`config.mk`:
```
export PLATFORM = sky130hd
export DESIGN_NAME = deadline_sorted_timer_queue_core
export DESIGN_NICKNAME = d
export VERILOG_FILES = /design/src/hw/rtl/dstq_pkg.sv /design/src/hw/rtl/dstq_front.sv /design/src/hw/rtl/dstq_back.sv /design/src/hw/rtl/deadline_sorted_timer_queue_core.sv
export VERILOG_INCLUDE_DIRS = /design/src /design/src/hw/rtl
export SDC_FILE = /design/constraint.sdc
export NUM_CORES = 1
export LEC_CHECK = 0
export ABC_AREA = 1
export BUFFER_PORTS_ARGS = -buffer_cell sky130_fd_sc_hd__buf_2
export CAP_MARGIN = 5
export CORE_MARGIN = 2
export CORE_UTILIZATION = 30
export DETAILED_ROUTE_END_ITERATION = 6
export SLEW_MARGIN = 40
export SYNTH_ARGS = -nofsm -noshare
export SYNTH_HDL_FRONTEND = slang
export SYNTH_HIERARCHICAL = 1
export SYNTH_SLANG_ARGS = --single-unit
```
`constraint.sdc`:
```
create_clock -name clk -period 5.8 [get_ports clk]
set_input_delay 0.29 -clock clk [delete_from_list [all_inputs] [get_ports clk]]
set_output_delay 0.29 -clock clk [all_outputs]
set_load 0.01 [all_outputs]
```
`src/hw/rtl/deadline_sorted_timer_queue_core_macros.svh`:
```
// Assertion macros for the timer queue core.
`ifndef DEADLINE_SORTED_TIMER_QUEUE_CORE_MACROS_SVH
`define DEADLINE_SORTED_TIMER_QUEUE_CORE_MACROS_SVH
`ifndef SYNTHESIS
`define DSTQ_ASSERT_IMP(label, clk, rst_n, ante, cons) \
	label: assert property (@(posedge clk) disable iff (!rst_n) (ante) |-> (cons)) \
	else $error("assertion failed");
`define DSTQ_ASSERT_NXT(label, clk, rst_n, ante, cons) \
	label: assert property (@(posedge clk) disable iff (!rst_n) (ante) |=> (cons)) \
	else $error("assertion failed");
`else
`define DSTQ_ASSERT_IMP(label, clk, rst_n, ante, cons)
`define DSTQ_ASSERT_NXT(label, clk, rst_n, ante, cons)
`endif
`endif

```
`src/hw/rtl/dstq_pkg.sv`:
```
package dstq_pkg;
	localparam int unsigned SLOTS_DEF   = 16;
	localparam int unsigned ID_BASE_DEF = 16;
	localparam logic [1:0] OP_START = 2'd0;
	localparam logic [1:0] OP_STOP  = 2'd1;
	localparam logic [1:0] OP_YIELD = 2'd2;
	localparam logic [1:0] KIND_DONE    = 2'd0;
	localparam logic [1:0] KIND_EXPIRED = 2'd1;
	localparam logic [1:0] KIND_REMAIN  = 2'd2;
	localparam logic [30:0] REM_MAX = 31'h7FFF_FFFF;

	typedef struct packed {
		logic [1:0]  opcode;
		logic [4:0]  timer_id;
		logic [31:0] duration;
		logic [31:0] now_time;
	} in_item_t;

	typedef struct packed {
		logic [1:0]  kind;
		logic [4:0]  expired_id;
		logic [30:0] remaining;
		logic        status;
		logic        last;
	} out_item_t;

	// Classified command handed from the front to the back.
	typedef struct packed {
		logic [1:0]  opcode;
		logic        id_ok;
		logic [7:0]  slot;
		logic [32:0] deadline;
		logic [31:0] now_time;
	} cmd_t;
endpackage

```
`src/hw/rtl/dstq_front.sv`:
```
module dstq_front #(
	parameter int unsigned SLOTS   = 16,
	parameter int unsigned ID_BASE = 16
) (
	input  logic               clk,
	input  logic               arst_n,
	input  dstq_pkg::in_item_t in_item,
	input  logic               push,
	output logic               full,
	output dstq_pkg::cmd_t     cmd,
	output logic               cmd_valid,
	input  logic               cmd_take
);
	import dstq_pkg::*;

	// Two-entry queue of classified commands.
	cmd_t        buf_q [2];
	logic        wr_q, rd_q;
	logic [1:0]  cnt_q;
	cmd_t        cls;
	logic [8:0]  id_ext;
	logic [8:0]  off;
	logic        do_push, do_pop;

	always_comb begin
		id_ext = {4'd0, in_item.timer_id};
		off    = id_ext - 9'(ID_BASE);
		cls.opcode   = in_item.opcode;
		cls.id_ok    = (id_ext >= 9'(ID_BASE)) && (off < 9'(SLOTS));
		cls.slot     = off[7:0];
		cls.deadline = {1'b0, in_item.duration} + {1'b0, in_item.now_time};
		cls.now_time = in_item.now_time;
	end

	assign full      = cnt_q == 2'd2;
	assign cmd_valid = cnt_q != 2'd0;
	assign cmd       = buf_q[rd_q];
	assign do_push   = push && !full;
	assign do_pop    = cmd_take && cmd_valid;

	always_ff @(posedge clk) begin
		if (do_push) begin
			buf_q[wr_q] <= cls;
		end
	end

	always_ff @(posedge clk or negedge arst_n) begin
		if (!arst_n) begin
			wr_q  <= 1'b0;
			rd_q  <= 1'b0;
			cnt_q <= 2'd0;
		end else begin
			if (do_push) wr_q <= ~wr_q;
			if (do_pop)  rd_q <= ~rd_q;
			cnt_q <= cnt_q + 2'(do_push) - 2'(do_pop);
		end
	end
endmodule

```
`src/hw/rtl/dstq_back.sv`:
```
module dstq_back #(
	parameter int unsigned SLOTS   = 16,
	parameter int unsigned ID_BASE = 16
) (
	input  logic                clk,
	input  logic                arst_n,
	input  dstq_pkg::cmd_t      cmd,
	input  logic                cmd_valid,
	output logic                cmd_take,
	output dstq_pkg::out_item_t res,
	output logic                empty,
	input  logic                pop
);
	import dstq_pkg::*;

	localparam int unsigned SW = (SLOTS > 1) ? $clog2(SLOTS) : 1;
	localparam int unsigned CW = $clog2(SLOTS + 1);

	typedef enum logic [2:0] {
		ST_IDLE, ST_RM_SCAN, ST_RM_SHIFT, ST_INS_SCAN, ST_INS_SHIFT,
		ST_Y_HEAD, ST_Y_SHIFT, ST_OUT
	} state_t;

	logic [32:0]   dl_mem [SLOTS];
	logic [SW-1:0] ord_q  [SLOTS];
	state_t        state_q;
	cmd_t          c_q;
	logic [CW-1:0] cnt_q;
	logic [CW-1:0] i_q;
	logic [CW-1:0] pos_q;
	out_item_t     res_q;
	logic          full_q;
	logic          res_load;
	logic [SW-1:0] my_slot;
	logic [32:0]   dl_rd;
	logic [32:0]   diff;

	assign my_slot  = c_q.slot[SW-1:0];
	assign cmd_take = (state_q == ST_IDLE) && !full_q;
	assign empty    = !full_q;
	assign res      = res_q;
	assign dl_rd    = dl_mem[ord_q[i_q[SW-1:0]]];
	assign diff     = dl_rd - {1'b0, c_q.now_time};

	// A new result is loaded into the output register in these cases.
	always_comb begin
		res_load = 1'b0;
		case (state_q)
			ST_IDLE: begin
				res_load = cmd_valid && !full_q && cmd.opcode != OP_YIELD
					&& !((cmd.opcode == OP_START || cmd.opcode == OP_STOP) && cmd.id_ok);
			end
			ST_Y_HEAD: res_load = !full_q || pop;
			ST_OUT:    res_load = !full_q;
			default:   res_load = 1'b0;
		endcase
	end

	always_ff @(posedge clk) begin
		if (cmd_take && cmd_valid && cmd.opcode == OP_START && cmd.id_ok) begin
			dl_mem[cmd.slot[SW-1:0]] <= cmd.deadline;
		end
	end

	always_ff @(posedge clk or negedge arst_n) begin
		if (!arst_n) begin
			state_q <= ST_IDLE;
			cnt_q   <= '0;
			i_q     <= '0;
			full_q  <= 1'b0;
		end else begin
			full_q <= res_load || (full_q && !pop);
			case (state_q)
				ST_IDLE: begin
					if (cmd_valid && !full_q) begin
						c_q <= cmd;
						i_q <= '0;
						if (cmd.opcode == OP_YIELD) begin
							state_q <= ST_Y_HEAD;
						end else if ((cmd.opcode == OP_START || cmd.opcode == OP_STOP)
								&& cmd.id_ok) begin
							state_q <= ST_RM_SCAN;
						end else begin
							res_q <= '{kind: KIND_DONE, expired_id: 5'd0, remaining: 31'd0,
								status: (cmd.opcode != OP_YIELD && cmd.opcode[1] == 1'b0),
								last: 1'b1};
						end
					end
				end
				ST_RM_SCAN: begin
					if (i_q == cnt_q) begin
						i_q <= '0;
						if (c_q.opcode == OP_START) begin
							state_q <= ST_INS_SCAN;
						end else begin
							state_q <= ST_OUT;
						end
					end else if (ord_q[i_q[SW-1:0]] == my_slot) begin
						state_q <= ST_RM_SHIFT;
					end else begin
						i_q <= i_q + 1'b1;
					end
				end
				ST_RM_SHIFT: begin
					if (i_q + 1'b1 >= cnt_q) begin
						cnt_q   <= cnt_q - 1'b1;
						i_q     <= '0;
						state_q <= (c_q.opcode == OP_START) ? ST_INS_SCAN : ST_OUT;
					end else begin
						ord_q[i_q[SW-1:0]] <= ord_q[i_q[SW-1:0] + 1'b1];
						i_q <= i_q + 1'b1;
					end
				end
				ST_INS_SCAN: begin
					if (i_q == cnt_q || !(dl_rd < c_q.deadline)) begin
						state_q <= ST_INS_SHIFT;
						i_q     <= cnt_q;
						pos_q   <= i_q;
					end else begin
						i_q <= i_q + 1'b1;
					end
				end
				ST_INS_SHIFT: begin
					if (i_q == pos_q) begin
						ord_q[i_q[SW-1:0]] <= my_slot;
						cnt_q   <= cnt_q + 1'b1;
						state_q <= ST_OUT;
					end else begin
						ord_q[i_q[SW-1:0]] <= ord_q[i_q[SW-1:0] - 1'b1];
						i_q <= i_q - 1'b1;
					end
				end
				ST_Y_HEAD: begin
					if (!full_q || pop) begin
						if (cnt_q != '0 && !(c_q.now_time < dl_rd)) begin
							res_q <= '{kind: KIND_EXPIRED,
								expired_id: 5'(ID_BASE + 32'(ord_q[0])),
								remaining: 31'd0, status: 1'b0, last: 1'b0};
							i_q     <= '0;
							state_q <= ST_Y_SHIFT;
						end else begin
							res_q <= '{kind: KIND_REMAIN, expired_id: 5'd0,
								remaining: (cnt_q == '0) ? 31'd0 :
									(diff[32:31] != 2'd0 ? REM_MAX : diff[30:0]),
								status: 1'b0, last: 1'b1};
							state_q <= ST_IDLE;
						end
					end
				end
				ST_Y_SHIFT: begin
					if (i_q + 1'b1 >= cnt_q) begin
						cnt_q   <= cnt_q - 1'b1;
						i_q     <= '0;
						state_q <= ST_Y_HEAD;
					end else begin
						ord_q[i_q[SW-1:0]] <= ord_q[i_q[SW-1:0] + 1'b1];
						i_q <= i_q + 1'b1;
					end
				end
				ST_OUT: begin
					if (!full_q) begin
						res_q <= '{kind: KIND_DONE, expired_id: 5'd0, remaining: 31'd0,
							status: 1'b0, last: 1'b1};
						state_q <= ST_IDLE;
					end
				end
				default: state_q <= ST_IDLE;
			endcase
		end
	end
endmodule

```
`src/hw/rtl/deadline_sorted_timer_queue_core.sv`:
```
// Channel | Handshake       | Payload
// input   | push / full     | in_item  (opcode, timer_id, duration, now_time)
// result  | pop / empty     | out_item (kind, expired_id, remaining, status, last)
//
// A start or stop with a valid id passes from its transfer to its result in steps:
// it waits in the command queue, is taken, then a removal scan and shift over the
// ordered list, then for a start an insertion scan and shift, and the result load.
// A yield gives one expired result per due timer, each with a list shift, then the remainder.
// The back end walks the list for these steps; a two-entry command queue
// lets new items be accepted while the back end works or its result waits.
// Reset clears the list length and all handshake state at once.
module deadline_sorted_timer_queue_core #(
	parameter int unsigned SLOTS   = dstq_pkg::SLOTS_DEF,
	parameter int unsigned ID_BASE = dstq_pkg::ID_BASE_DEF
) (
	input  logic                clk,
	input  logic                arst_n,
	input  dstq_pkg::in_item_t  in_item,
	input  logic                push,
	output logic                full,
	output dstq_pkg::out_item_t out_item,
	output logic                empty,
	input  logic                pop
);
	import dstq_pkg::*;
`include "deadline_sorted_timer_queue_core_macros.svh"

	cmd_t cmd;
	logic cmd_valid, cmd_take;

	// The front classifies each transfer and computes the 33-bit deadline.
	dstq_front #(.SLOTS(SLOTS), .ID_BASE(ID_BASE)) u_front (
		.clk, .arst_n, .in_item, .push, .full,
		.cmd, .cmd_valid, .cmd_take
	);

	// The back walks the ordered list and produces the result transfers.
	dstq_back #(.SLOTS(SLOTS), .ID_BASE(ID_BASE)) u_back (
		.clk, .arst_n, .cmd, .cmd_valid, .cmd_take,
		.res(out_item), .empty, .pop
	);

	`DSTQ_ASSERT_IMP(a_remain_last, clk, arst_n,
		!empty && out_item.kind == KIND_REMAIN, out_item.last)
	`DSTQ_ASSERT_IMP(a_kind_legal, clk, arst_n, !empty, out_item.kind != 2'd3)
	`DSTQ_ASSERT_IMP(a_exp_not_last, clk, arst_n,
		!empty && out_item.kind == KIND_EXPIRED, !out_item.last)
	`DSTQ_ASSERT_NXT(a_hold, clk, arst_n, !empty && !pop, !empty && $stable(out_item))
endmodule
```
# Word level (Yosys, flattened, before mapping)
# Memories as Yosys holds them, arrays and structs flattened.
# Index checks and enable logic that the tools add are counted.
# totals
ramBits	744
in_bits	75
elab_cells	170
memories	3
out_inout_bits	42
register_bits	134
# memory_table
memory	words	word_bits	read_ports	rd_clocked_by_memory_dff	write_ports	line_no	text
u_back.dl_mem	16	33	1	0	1	dstq_back.sv:24	logic [32:0] dl_mem [SLOTS];
u_front.buf_q	2	76	1	0	1	dstq_front.sv:17	cmd_t buf_q [2];
u_back.ord_q	16	4	4	0	1	dstq_back.sv:25	logic [SW-1:0] ord_q [SLOTS];
# op_classes
n_mux	54
eq_ne	29
bitwise_logic	6
addsub	12
n_lt_le_gt_ge	5
reduce_logical	44
# op_table
operator	n
two-way mux 40 bit	6
case mux 40 bit (3 select lines)	1
two-way mux 31 bit	2
two-way mux 5 bit	10
two-way mux 3 bit	13
adder 32 x 32 -> 33 bit	1
< comparator 32 x 33 -> 1 bit	1
< comparator 33 bit	1
subtractor 33 x 32 -> 33 bit	1
case mux 5 bit (6 select lines)	1
case mux 3 bit (8 select lines)	1
logical AND 1 bit	17
two-way mux 1 bit	15
inequality test 2 x 1 -> 1 bit (second input constant)	7
== test 3 bit (second input constant)	4
two-way mux 4 bit	3
inequality test 2 bit (second input constant)	6
adder 5 x 1 -> 5 bit (second input constant)	2
== test 5 bit	2
case mux 5 bit (2 select lines)	1
subtractor 5 x 1 -> 5 bit (second input constant)	2
< comparator 9 x 5 -> 1 bit (second input constant)	1
AND reduction 3 bit	3
AND reduction 9 bit	1
31 further kinds	48

# Depth between registers and ports, before layout
# depth
depth_word	9
mapped_depth	37
mapped_depth_nobuf	34

# Hierarchy
# The synthesis kept the hierarchy.
# by_module_without_submodules
mod	seq_area_each_um2	area_each_um2	cells_each	n_inst
dstq_back	21580.7	32726.4	2917	1
dstq_front	4484.3	7955.1	909	1

# Least setup slack after synthesis
# No wires, ideal clock.
# synth_timing
path_type	reg2reg
start	register u_back.state_q[1]
end	register u_back/c_q[0] in the netlist's numbering, enable pin
setup_time_ns	0.501
stages_incl_launch_ff	9
required_ns	5.299
arrival_time_ns	4.047
slack_ns	1.252
path_buffers	1
synth_period_minus_slack_ns	4.548
cell_sequence	dfrtp_1 -> clkbuf_1 -> nor2_1 -> inv_1 -> nor2_1 -> inv_1 -> nor2_1 -> inv_1 -> nor2_1
# synth_between
elab_chain_cells	2
# synth_lines
element	line_no	text
start, declared	dstq_back.sv:26	state_t state_q;
start signal, assigned	dstq_back.sv:108	state_q <= (c_q.opcode == OP_START) ? ST_INS_SCAN : ST_OUT;
zero test 3 bit	dstq_back.sv:73	case (state_q)
AND reduction 3 bit (no line)	--	
end signal, assigned	dstq_back.sv:76	c_q <= cmd;
end, declared	dstq_back.sv:27	cmd_t c_q;
# Every way passes these cells.
# A chain may end at the register's enable or synchronous reset.

# Worst setup path in the final report
# layout_timing
start	register u_back.i_q[1]
end	register u_back.state_q[2]
# layout_between
elab_chain_cells	8
word_cells_on_any_way	23
cone_classes	1 x add/sub; 3 x order compare; 8 x eq/ne; 4 x mux; 5 x reduce/logical; 2 x memory
# layout_lines
element	line_no	text
start, declared	dstq_back.sv:29	logic [CW-1:0] i_q;
start signal, assigned	dstq_back.sv:101	i_q <= i_q + 1'b1;
start signal, assigned	dstq_back.sv:111	i_q <= i_q + 1'b1;
start signal, assigned	dstq_back.sv:117	i_q <= cnt_q;
memory read (16 x 4 bit)	--	
memory read (16 x 33 bit)	--	
< comparator 32 x 33 -> 1 bit	dstq_back.sv:135	if (cnt_q != '0 && !(c_q.now_time < dl_rd)) begin
zero test 1 bit	dstq_back.sv:135	
logical AND 1 bit	dstq_back.sv:135	
two-way mux 3 bit	dstq_back.sv:135	
two-way mux 3 bit	dstq_back.sv:134	if (!full_q || pop) begin
case mux 3 bit (8 select lines)	dstq_back.sv:73	
# Several ways; a longest one is shown, not always the timed one. The select of a mux whose other input is x is not followed.

==> metrics.yaml <==
ys_warn_count: 6
cts_made_buffers: 88
via_count: 28270
synth_area_per_cell_sq_um: 10.63
grt_setup_unrepaired: "no"
n_fill_cell: 13200
core_area_sq_mm: 0.1338
drive_gt1_share_pct: 10.89
syn_area_sq_mm: 0.04058
die_w_um: 371.8
cts.clk_slew.worst_paths_ns: 0.06
critPathMaxStageDelay_ns: 0.47
cts_max_level: 3
post-route-period-util_pct: 92.30
wirelength_um: 111500
worstSkewPairLatency_ns: 0.70
placement_rows: 134
cts_tree: "yes"
crit_path_start_kind: "flop"
arrival_ns: 5.89
clock_path_buffers: 3
relSlewSlack_pct: 45.07
hold_path_depth: 4
die-area_sq_mm: 0.1382
final_nets: 4205
drcViolationCount: 0
io_pins: 117
worstMarginPinSlew_ns: 0.8219
antenna_found_initial: 1
wl_per_cell_um: 19.05
critPathCaptureType: "flop"
worstSetupPathType: "flop to flop"
layout_common_cells: "nand2_1, edfxtp_1, inv_1"
hold_violations: 0
grt_max_degree: 89
initial_core_util_pct: 30.33
synth_cells: 3817
drtIter0Drc: 2573
setup_violations: 0
grt_pass1_vias: 26340
post-cts-setup-buffers: 0
die_h_um: 371.8
dp.final_hpwl_um: 74580
diodes: 0
rr_worst_depth: 31
slowest_stage: "inv_1"
gp_congestion: 0.9228
syn_nets: 4006
io_buffers: 116
slew_violations: 0
finClkSkew_ns: 0.05425
clock_sinks: 869
fin_setup_tns_ns: 0
min_path_type: "primary input to flop"
overflow: 0
areaGrowthSynthToFinish_pct: 16.09
drv_cap: 0
final_common_cell: "nand2_1"
worstPathRequired_ns: 6.34
path_common_cell: "nand2_1"
grt_usage_pct: 15.85
clockRootBuffer: "clkbuf_16"
ant_nets: 0
grt_pass1_wl_um: 166300
drtPass1Iterations: 5
status: "finished clean"
critPathMaxFanout: 43
fin_crit_ns: 5.354
fmax_mhz: 186.8
viasPerCell: 4.829
==> registers in the layout, summed over array words and instances (netlist names), 2 cells and up <==
name / count
u_back/c_q: 71
u_back/cnt_q: 5
u_back/dl_mem: 528
u_back/i_q: 5
u_back/ord_q: 64
u_back/pos_q: 5
u_back/res: 39
u_back/state_q: 3
u_front/buf_q: 144
u_front/cnt_q: 2
==> critical path: cells and delay by family (launching register included) <==
kind / cells / cell delay (ns)
AOI/OAI and AO/OA: 5 / 0.89
adders and majority gates: 1 / 0.26
buffers and inverters: 7 / 1.43
DFF: 1 / 0.37
and+or+nand+nor: 18 / 2.21
==> worst paths after layout <==
check / start / to / slack, ns
setup / recovery: u_back/i_q[1] / u_back/state_q[2] / 0.45
hold / removal: pop / u_back/full_q / 0.07
setup reg to reg: u_back/i_q[1] / u_back/state_q[2] / 0.45
hold reg to reg: u_front/buf_q[0][29] / u_back/c_q[29] / 0.51
max in group asynchronous: arst_n / u_back/i_q[0] / 5.24
min in group asynchronous: arst_n / u_front/cnt_q[0] / 0.16
==> cell type report <==
cell class	instances	area (sq um)	share of cell area, %
clock buffer	109	2312	4.908
clock inverter	52	503.0	1.068
inverter	354	1338	2.839
multi-input combinational	2434	12530	26.60
sequential	869	26010	55.21
tap	1768	2212	4.695
timing repair buffer	269	2206	4.682
==> routing by layer <==
metal	vias to the layer above	routed length, um	GRT usage [%]
li1	13480	-	-
met1	13770	48320	21.39
met2	831	53410	26.23
met3	185	6582	2.420
met4	0	3224	4.777
met5	-	0	0
==> through the flow <==
step	area, sq um	cells	hold slack, ns	util (%)	setup WS [ns]
2_1_floorplan	40580	3817	-0.005591	-	1.252
3_3_place_gp	43720	5647	0.3030	32.67	0.5561
3_5_place_dp	43880	5653	0.2990	32.79	0.5544
4_1_cts	47100	5855	0.03283	35.21	0.4876
5_1_grt	47110	5855	0.06262	35.21	0.001708
6_report	47110	5855	0.06659	35.21	0.4463
==> repair_timing <==
action	CTS	global route
hold endpoints to repair	98	0
endpoints found under the setup margin	0	8
gates resized for setup	0	4
hold buffers	41	0
Power is not shown: default switching activity piles up to over one toggle a cycle in this logic, so the estimate is an artifact.
